===== src/rtl/fpcs_pkg.sv =====
// Shared widths, types, register codes and helpers for the fixed-pattern correction block.
package fpcs_pkg;

  localparam int DIM_BITS      = 10;
  localparam int TEMP_BITS     = 16;
  localparam int BIAS_BITS     = 10;
  localparam int CFG_DATA_BITS = 11;
  localparam int CFG_IDX_BITS  = 1;

  typedef logic [DIM_BITS-1:0]         dim_t;
  typedef logic [DIM_BITS:0]           ext_dim_t;
  typedef logic signed [TEMP_BITS-1:0] temp_t;
  typedef logic signed [BIAS_BITS-1:0] bias_t;
  typedef logic [CFG_DATA_BITS-1:0]    cfg_data_t;

  localparam temp_t TEMP_MAX = {1'b0, {(TEMP_BITS-1){1'b1}}};
  localparam temp_t TEMP_MIN = {1'b1, {(TEMP_BITS-1){1'b0}}};

  localparam cfg_data_t FRAME_WIDTH_RESET  = CFG_DATA_BITS'(320);
  localparam cfg_data_t FRAME_HEIGHT_RESET = CFG_DATA_BITS'(240);

  typedef enum logic [CFG_IDX_BITS-1:0] {
    REG_FRAME_WIDTH  = 1'b0,
    REG_FRAME_HEIGHT = 1'b1
  } cfg_reg_t;

  // Clamp a programmed dimension to 1 .. 2^DIM_BITS.
  function automatic ext_dim_t eff_dim(input cfg_data_t r);
    ext_dim_t d;
    if (r == '0) begin
      d = ext_dim_t'(1);
    end else if (int'(r) > (1 << DIM_BITS)) begin
      d = ext_dim_t'(1 << DIM_BITS);
    end else begin
      d = ext_dim_t'(r);
    end
    return d;
  endfunction

endpackage


===== src/rtl/fpcs_if.sv =====
// Stream interfaces: pixel input, result output and configuration write channel.
interface fpcs_pix_if import fpcs_pkg::*; ();
  logic  valid;
  logic  ready;
  temp_t pixel_temp;
  bias_t pixel_bias;

  modport source (output valid, pixel_temp, pixel_bias, input ready);
  modport sink   (input valid, pixel_temp, pixel_bias, output ready);
endinterface

interface fpcs_res_if import fpcs_pkg::*; ();
  logic  valid;
  logic  ready;
  temp_t corrected_temp;
  logic  saturated;
  logic  frame_done;
  temp_t min_temp;
  dim_t  min_x;
  dim_t  min_y;
  temp_t max_temp;
  dim_t  max_x;
  dim_t  max_y;
  temp_t center_temp;

  modport source (output valid, corrected_temp, saturated, frame_done, min_temp, min_x, min_y,
                  max_temp, max_x, max_y, center_temp, input ready);
  modport sink   (input valid, corrected_temp, saturated, frame_done, min_temp, min_x, min_y,
                  max_temp, max_x, max_y, center_temp, output ready);
endinterface

interface fpcs_cfg_if import fpcs_pkg::*; ();
  logic      valid;
  logic      ready;
  cfg_reg_t  index;
  cfg_data_t data;

  modport source (output valid, index, data, input ready);
  modport sink   (input valid, index, data, output ready);
endinterface


===== src/rtl/fixed_pattern_correct_with_stats.sv =====
// Fixed-pattern offset correction of a thermal pixel stream with per-frame min/max/center stats.
// An accepted pixel beat passes through the input register, then the result register, to its result beat.
// Throughput: one pixel per cycle; the only limit is the result side taking its beats.
// Per pixel: one 17-bit subtract with clamp, two signed compares and the raster position compares.
// Reset (rst, synchronous, active high) empties both stages, restores 320x240 dimensions and
// clears the raster counters and running statistics.
module fixed_pattern_correct_with_stats import fpcs_pkg::*; (
  input logic        clk,
  input logic        rst,
  fpcs_pix_if.sink   pixel,
  fpcs_res_if.source result,
  fpcs_cfg_if.sink   cfg
);

  // Configuration registers
  cfg_data_t frame_width;
  cfg_data_t frame_height;

  // Input stage
  logic  s1_valid;
  temp_t s1_temp;
  bias_t s1_bias;

  // Result stage
  logic res_valid;

  // Frame state
  dim_t  col_count;
  dim_t  row_count;
  temp_t run_min;
  dim_t  run_min_x;
  dim_t  run_min_y;
  temp_t run_max;
  dim_t  run_max_x;
  dim_t  run_max_y;
  temp_t center_hold;
  logic  first_seen;

  // Datapath
  logic                      res_load;
  logic                      advance;
  logic signed [TEMP_BITS:0] diff;
  temp_t                     corr;
  logic                      sat;
  ext_dim_t                  eff_w;
  ext_dim_t                  eff_h;
  logic                      last_col;
  logic                      last_row;
  logic                      done;
  logic                      at_center;
  logic                      take_min;
  logic                      take_max;
  temp_t                     run_min_next;
  dim_t                      run_min_x_next;
  dim_t                      run_min_y_next;
  temp_t                     run_max_next;
  dim_t                      run_max_x_next;
  dim_t                      run_max_y_next;
  temp_t                     center_hold_next;

  // Handshakes: the result register frees when empty or taken; the input
  // register frees when empty or when it moves into the result register.
  assign res_load     = !res_valid || result.ready;
  assign advance      = s1_valid && res_load;
  assign pixel.ready  = !s1_valid || res_load;
  assign result.valid = res_valid;
  assign cfg.ready    = 1'b1;

  // Configuration writes land directly; the user must send them only while idle; it is not enforced.
  always_ff @(posedge clk) begin
    if (rst) begin
      frame_width  <= FRAME_WIDTH_RESET;
      frame_height <= FRAME_HEIGHT_RESET;
    end else if (cfg.valid) begin
      unique case (cfg.index)
        REG_FRAME_WIDTH:  frame_width  <= cfg.data;
        REG_FRAME_HEIGHT: frame_height <= cfg.data;
        default: ;
      endcase
    end
  end

  // Input register: hold the beat until the result side can take it.
  always_ff @(posedge clk) begin
    if (rst) begin
      s1_valid <= 1'b0;
    end else if (pixel.ready) begin
      s1_valid <= pixel.valid;
    end
  end

  always_ff @(posedge clk) begin
    if (pixel.valid && pixel.ready) begin
      s1_temp <= pixel.pixel_temp;
      s1_bias <= pixel.pixel_bias;
    end
  end

  // Correction: subtract the bias one bit wider, then clamp back to range.
  always_comb begin
    diff = (TEMP_BITS+1)'(s1_temp) - (TEMP_BITS+1)'(s1_bias);
    sat  = diff[TEMP_BITS] != diff[TEMP_BITS-1];
    if (!sat) begin
      corr = diff[TEMP_BITS-1:0];
    end else if (diff[TEMP_BITS]) begin
      corr = TEMP_MIN;
    end else begin
      corr = TEMP_MAX;
    end
  end

  // Raster position against the effective dimensions. A count past the last
  // index (dimensions shrunk mid-frame) counts as the last one.
  always_comb begin
    eff_w     = eff_dim(frame_width);
    eff_h     = eff_dim(frame_height);
    last_col  = {1'b0, col_count} >= (eff_w - ext_dim_t'(1));
    last_row  = {1'b0, row_count} >= (eff_h - ext_dim_t'(1));
    done      = last_col && last_row;
    at_center = ({1'b0, col_count} == (eff_w >> 1)) && ({1'b0, row_count} == (eff_h >> 1));
  end

  // Running statistics including the current pixel; the first pixel of a
  // frame always takes both, later ones only when strictly beyond.
  always_comb begin
    take_min = !first_seen || (corr < run_min);
    take_max = !first_seen || (corr > run_max);

    run_min_next   = take_min ? corr      : run_min;
    run_min_x_next = take_min ? col_count : run_min_x;
    run_min_y_next = take_min ? row_count : run_min_y;
    run_max_next   = take_max ? corr      : run_max;
    run_max_x_next = take_max ? col_count : run_max_x;
    run_max_y_next = take_max ? row_count : run_max_y;

    center_hold_next = at_center ? corr : center_hold;
  end

  // Frame state: advance with each pixel, drop everything at frame end.
  always_ff @(posedge clk) begin
    if (rst) begin
      col_count   <= '0;
      row_count   <= '0;
      run_min     <= TEMP_MAX;
      run_min_x   <= '0;
      run_min_y   <= '0;
      run_max     <= TEMP_MIN;
      run_max_x   <= '0;
      run_max_y   <= '0;
      center_hold <= '0;
      first_seen  <= 1'b0;
    end else if (advance) begin
      if (done) begin
        col_count   <= '0;
        row_count   <= '0;
        run_min     <= TEMP_MAX;
        run_min_x   <= '0;
        run_min_y   <= '0;
        run_max     <= TEMP_MIN;
        run_max_x   <= '0;
        run_max_y   <= '0;
        center_hold <= '0;
        first_seen  <= 1'b0;
      end else begin
        if (last_col) begin
          col_count <= '0;
          row_count <= row_count + dim_t'(1);
        end else begin
          col_count <= col_count + dim_t'(1);
        end
        run_min     <= run_min_next;
        run_min_x   <= run_min_x_next;
        run_min_y   <= run_min_y_next;
        run_max     <= run_max_next;
        run_max_x   <= run_max_x_next;
        run_max_y   <= run_max_y_next;
        center_hold <= center_hold_next;
        first_seen  <= 1'b1;
      end
    end
  end

  // Result register: statistics show only on the frame's last beat.
  always_ff @(posedge clk) begin
    if (rst) begin
      res_valid <= 1'b0;
    end else if (res_load) begin
      res_valid <= s1_valid;
    end
  end

  always_ff @(posedge clk) begin
    if (advance) begin
      result.corrected_temp <= corr;
      result.saturated      <= sat;
      result.frame_done     <= done;
      result.min_temp       <= done ? run_min_next     : '0;
      result.min_x          <= done ? run_min_x_next   : '0;
      result.min_y          <= done ? run_min_y_next   : '0;
      result.max_temp       <= done ? run_max_next     : '0;
      result.max_x          <= done ? run_max_x_next   : '0;
      result.max_y          <= done ? run_max_y_next   : '0;
      result.center_temp    <= done ? center_hold_next : '0;
    end
  end

`ifndef ASSERT_OFF
  // Outside frame end the statistics fields stay zero.
  a_stats_zero: assert property (@(posedge clk) disable iff (rst)
    res_valid && !result.frame_done |->
      result.min_temp == '0 && result.max_temp == '0 && result.center_temp == '0 &&
      result.min_x == '0 && result.min_y == '0 && result.max_x == '0 && result.max_y == '0)
    else $error("statistics nonzero outside frame end");

  // A frame's minimum never exceeds its maximum.
  a_min_le_max: assert property (@(posedge clk) disable iff (rst)
    res_valid && result.frame_done |-> result.min_temp <= result.max_temp)
    else $error("frame minimum above maximum");

  // A clamped result sits at one end of the range.
  a_sat_extreme: assert property (@(posedge clk) disable iff (rst)
    res_valid && result.saturated |->
      result.corrected_temp == TEMP_MAX || result.corrected_temp == TEMP_MIN)
    else $error("saturated result not at a range limit");

  // Frame end restarts the raster and the statistics.
  a_frame_restart: assert property (@(posedge clk) disable iff (rst)
    advance && done |=> col_count == '0 && row_count == '0 && !first_seen)
    else $error("frame state not cleared after frame end");
`endif

endmodule


===== src/flat_wrapper.sv =====
// flat-port wrapper written by rule: the top's interface ports become plain ports
module fixed_pattern_correct_with_stats_flat import fpcs_pkg::*;
  (clk, rst, pixel_valid, pixel_pixel_temp, pixel_pixel_bias, pixel_ready, result_valid, result_corrected_temp, result_saturated, result_frame_done, result_min_temp, result_min_x, result_min_y, result_max_temp, result_max_x, result_max_y, result_center_temp, result_ready, cfg_valid, cfg_index, cfg_data, cfg_ready);
  fpcs_pix_if pixel_i ();
  fpcs_res_if result_i ();
  fpcs_cfg_if cfg_i ();
  input logic clk;
  input logic rst;
  input wire logic [$bits(pixel_i.valid)-1:0] pixel_valid;
  input wire logic [$bits(pixel_i.pixel_temp)-1:0] pixel_pixel_temp;
  input wire logic [$bits(pixel_i.pixel_bias)-1:0] pixel_pixel_bias;
  output wire logic [$bits(pixel_i.ready)-1:0] pixel_ready;
  output wire logic [$bits(result_i.valid)-1:0] result_valid;
  output wire logic [$bits(result_i.corrected_temp)-1:0] result_corrected_temp;
  output wire logic [$bits(result_i.saturated)-1:0] result_saturated;
  output wire logic [$bits(result_i.frame_done)-1:0] result_frame_done;
  output wire logic [$bits(result_i.min_temp)-1:0] result_min_temp;
  output wire logic [$bits(result_i.min_x)-1:0] result_min_x;
  output wire logic [$bits(result_i.min_y)-1:0] result_min_y;
  output wire logic [$bits(result_i.max_temp)-1:0] result_max_temp;
  output wire logic [$bits(result_i.max_x)-1:0] result_max_x;
  output wire logic [$bits(result_i.max_y)-1:0] result_max_y;
  output wire logic [$bits(result_i.center_temp)-1:0] result_center_temp;
  input wire logic [$bits(result_i.ready)-1:0] result_ready;
  input wire logic [$bits(cfg_i.valid)-1:0] cfg_valid;
  input wire logic [$bits(cfg_i.index)-1:0] cfg_index;
  input wire logic [$bits(cfg_i.data)-1:0] cfg_data;
  output wire logic [$bits(cfg_i.ready)-1:0] cfg_ready;
  assign pixel_i.valid = pixel_valid;
  assign pixel_i.pixel_temp = pixel_pixel_temp;
  assign pixel_i.pixel_bias = pixel_pixel_bias;
  assign pixel_ready = pixel_i.ready;
  assign result_valid = result_i.valid;
  assign result_corrected_temp = result_i.corrected_temp;
  assign result_saturated = result_i.saturated;
  assign result_frame_done = result_i.frame_done;
  assign result_min_temp = result_i.min_temp;
  assign result_min_x = result_i.min_x;
  assign result_min_y = result_i.min_y;
  assign result_max_temp = result_i.max_temp;
  assign result_max_x = result_i.max_x;
  assign result_max_y = result_i.max_y;
  assign result_center_temp = result_i.center_temp;
  assign result_i.ready = result_ready;
  assign cfg_i.valid = cfg_valid;
  assign cfg_i.index = cfg_index;
  assign cfg_i.data = cfg_data;
  assign cfg_ready = cfg_i.ready;
  fixed_pattern_correct_with_stats u_core (.clk(clk), .rst(rst), .pixel(pixel_i), .result(result_i), .cfg(cfg_i));
endmodule

===== config.mk =====
export PLATFORM = sky130hd
export DESIGN_NAME = fixed_pattern_correct_with_stats_flat
export DESIGN_NICKNAME = d
export VERILOG_FILES = /design/src/rtl/fpcs_pkg.sv /design/src/rtl/fpcs_if.sv /design/src/rtl/fixed_pattern_correct_with_stats.sv /design/src/flat_wrapper.sv
export SDC_FILE = /design/constraint.sdc
export NUM_CORES = 1
export LEC_CHECK = 0
export CAP_MARGIN = 20
export CORE_AREA = 2 2 197 199
export DETAILED_ROUTE_END_ITERATION = 6
export DIE_AREA = 0 0 199 201
export DONT_BUFFER_PORTS = 1
export GPL_TIMING_DRIVEN = 0
export PLACE_DENSITY = 0.46
export SLEW_MARGIN = 10
export SYNTH_ARGS = -nofsm -noshare
export SYNTH_HDL_FRONTEND = slang
export SYNTH_SLANG_ARGS = --single-unit

===== constraint.sdc =====
create_clock -name clk -period 7.4 [get_ports clk]
set_clock_uncertainty 0.15 [all_clocks]
set_input_delay 1.48 -clock clk [delete_from_list [all_inputs] [get_ports clk]]
set_output_delay 1.48 -clock clk [all_outputs]
set_load 0.02 [all_outputs]

==> qor.yml <==
final_common_cell: "nor2_1"
synthFlopType: "dfxtp_1"
tightest_slew_ns: 1.15
routed_wl_um: 36600
switching_share: 0.283
drtAntennaViolNets: 0
drt_pass1_iterations: 4
power_frac_comb: 0.149
final_cell_mix: "nor2_1, dfxtp_1, edfxtp_1"
grt_max_degree: 52
worstSetupPathType: "flop to flop"
ys_ff_latch: 265
fmax_ghz: 0.149
core-area_um2: 38100
clockBufferDepth: 3
drive_above_1_share: 0.0599
hold_path.class: "flop to flop"
clkTransAtPathRegs_ns: 0.06
vias: 9742
place_ws_ns: 0.294
seqPwrFrac: 0.439
multiInputGateArea_um2: 5820
chipWidth_um: 199
cp_data_required_time_ns: 7.70
clkPwrFrac: 0.412
grt_pass1_vias: 9543
n_antenna_cell: 0
viasPerCell: 5.12
hold_violations: 0
p_sw_uw: 1080
grt_pass1_wl_um: 56700
worstHoldStart: "u_core.center_hold[13]$_SDFFE_PP0P_"
status: "finished, final reports clean"
num_rows: 72
synth_async_sr_flop_share: 0
cts_buffers: 34
yosysUniqueCellTypes: 71
die_h_um: 201
syn_nets: 1436
cap_violations: 0
grt_usage: 0.185
powerDensity_nw_per_um2: 257
period_minus_slack_ns: 6.70
vdd_ir_drop_max_mv: 0.201
final_max_slew_viol_count: 0
portBuffers: 0
rsz0062_at_grt: "no"
power.internal_uw: 2740
io_pins: 152
syn2layout_area_growth_pct: 13.5
seq_area_um2: 6630
fin_nets: 1476
hold_ws_ns: 0.308
r2r_start: "u_core.s1_temp[0]$_DFFE_PP_"
synth_edf_count: 132
leakage_uw: 0.00560
setup_ws_ns: 0.701
yosys-top-cells-area: "edfxtp_1, dfxtp_1, ha_1"
yosysSeqAreaShare: 0.506
gp_congestion: 0.818
syn_avg_cell_area_um2: 9.92
dp_hpwl_um: 26700
worstSetupEndpointType: "flop"
grt.overflow.total: 0
start_util: 0.344
setup_violations: 0
wl_per_cell_um: 19.2
first_iter_violations: 602
synth_area_leader_cell: "edfxtp_1"
synthCells: 1321
drc: 0
root_buffer: "clkbuf_16"
antenna_found_initial: 0
clock-sinks: 265
cts_tree: "done"
path_max_fanout: 10
relSlewSlack: 0.234
start_kind: "flop"
ys_warn_count: 0
worstPathArrival_ns: 7.00
fin_crit_sh: 0.905
dieArea_um2: 40000
syn_area_um2: 13100
synth_top_area_share: 0.302
htreeDepth: 2
fill_cells: 3803
clk-insertion-delay-late_ns: 0.53
setup.worst_path.start: "u_core.s1_temp[0]$_DFFE_PP_"
power by group through the flow:
stage               registers (uW)  clock network, uW  logic [uW]
finish                        1680               1580         569
global route                  1680               1680         637
detailed placement            1710                  0         563
floorplan                     1700                  0         394
CTS                           1680               1620         566
global placement              1710                  0         553
critical path, cell delays in order (launching register included):
cell	delay (ns)
edfxtp_1	0.37
inv_1	0.07
ha_1	0.15
inv_1	0.05
fa_1	0.42
a211o_1	0.34
a211oi_1	0.24
o21bai_1	0.20
a21o_1	0.21
buf_2	0.19
or2_2	0.32
a21boi_1	0.52
inv_1	0.30
ha_1	0.41
nand2_1	0.08
nor4_1	0.37
nand2_1	0.10
a32oi_1	0.19
clkbuf_1	0.41
and3_1	0.22
clkbuf_1	0.49
buf_1	0.54
a22oi_1	0.14
nor2_1	0.13
cell type report:
cell class	instances	area share
Sequential cell	265	0.445
Buffer	100	0.0272
Timing Repair Buffer	4	0.00420
Clock inverter	13	0.00648
Clock buffer	48	0.0643
Multi-Input combinational cell	886	0.391
Inverter	70	0.0177
Tap cell	518	0.0436
per-stage QoR:
stage | power [uW] | util | instance area (um2) | setup TNS [ns] | std cells
4_1_cts | 3870 | 0.390 | 14900 | 0 | 1903
3_5_place_dp | 2270 | 0.363 | 13800 | 0 | 1842
3_3_place_gp | 2270 | 0.361 | 13800 | -26.03 | 1839
5_1_grt | 4000 | 0.390 | 14900 | 0 | 1904
6_report | 3820 | 0.390 | 14900 | 0 | 1904
2_1_floorplan | 2090 | - | 13100 | 0 | 1321
worst paths after layout:
check | slack (ns) | to | cells past startpoint
worst max-delay path | 0.70 | u_core.run_max_y[8]$_SDFFE_PP0P_ | 23
worst min-delay path | 0.31 | u_core.center_hold[13]$_SDFFE_PP0P_ | 2
worst max register to register | 0.70 | u_core.run_max_y[8]$_SDFFE_PP0P_ | 23
worst min register to register | 0.31 | u_core.center_hold[13]$_SDFFE_PP0P_ | 2
cells in the mapped netlist (4+ instances only):
cell and count:
o21a_1 6, a21o_1 13, and3_1 5, o32ai_1 12, or2_2 4, nand2b_1 27, mux2i_1 57, o21ai_1 6
o21ai_0 23, inv_1 67, dfxtp_1 133, nand3_1 24, o2bb2ai_1 16, buf_1 6, o32a_1 15, xor2_1 20
ha_1 71, nand3b_1 6, buf_2 12, a21oi_1 78, nand2_1 90, nor3_1 12, a22oi_1 49, nor4_1 6
o31ai_1 11, xnor2_1 30, nor4bb_1 5, a31oi_1 16, a211oi_1 8, nor2b_1 9, edfxtp_1 132, clkbuf_1 79
nor2_1 204, and2_1 5, or3_1 6, nand4_1 9
state kept, by name, indices dropped and copies added (netlist names), 10 cells and up:
| signal | cells |
|---|---|
| u_core.center_hold | 16 |
| u_core.col_count | 10 |
| u_core.frame_height | 11 |
| u_core.frame_width | 11 |
| u_core.result.center_temp | 16 |
| u_core.result.corrected_temp | 16 |
| u_core.result.max_temp | 16 |
| u_core.result.max_x | 10 |
| u_core.result.max_y | 10 |
| u_core.result.min_temp | 16 |
| u_core.result.min_x | 10 |
| u_core.result.min_y | 10 |
| u_core.row_count | 10 |
| u_core.run_max | 16 |
| u_core.run_max_x | 10 |
| u_core.run_max_y | 10 |
| u_core.run_min | 16 |
| u_core.run_min_x | 10 |
| u_core.run_min_y | 10 |
| u_core.s1_bias | 10 |
| u_core.s1_temp | 16 |
what timing repair did:
action / 4_1_cts / 5_1_grt
buffers inserted: 0 / 0
hold endpoints to repair: 0 / 0
resized for setup: 0 / 2
hold buffers: 0 / 0
endpoints found under the setup margin: 0 / 31
cell families after synthesis:
logic type | Yosys count | synth area share
buf+inv | 170 | 0.0507
flops | 265 | 0.506
fa+ha+maj | 73 | 0.0701
simple gates | 423 | 0.148
xor+xnor | 50 | 0.0334
mux | 58 | 0.0444
compound gates | 281 | 0.148
other cells | 1 | 0.000286
routing by layer:
layer / vias to the layer above / GRT usage / share of wire
met5: - / 0 / 0
met4: 0 / 0.0568 / 0.027
met3: 65 / 0.0435 / 0.053
met2: 213 / 0.278 / 0.43
met1: 4669 / 0.261 / 0.49
li1: 4795 / - / -
No activity file was read; power rests on OpenSTA's default activity.
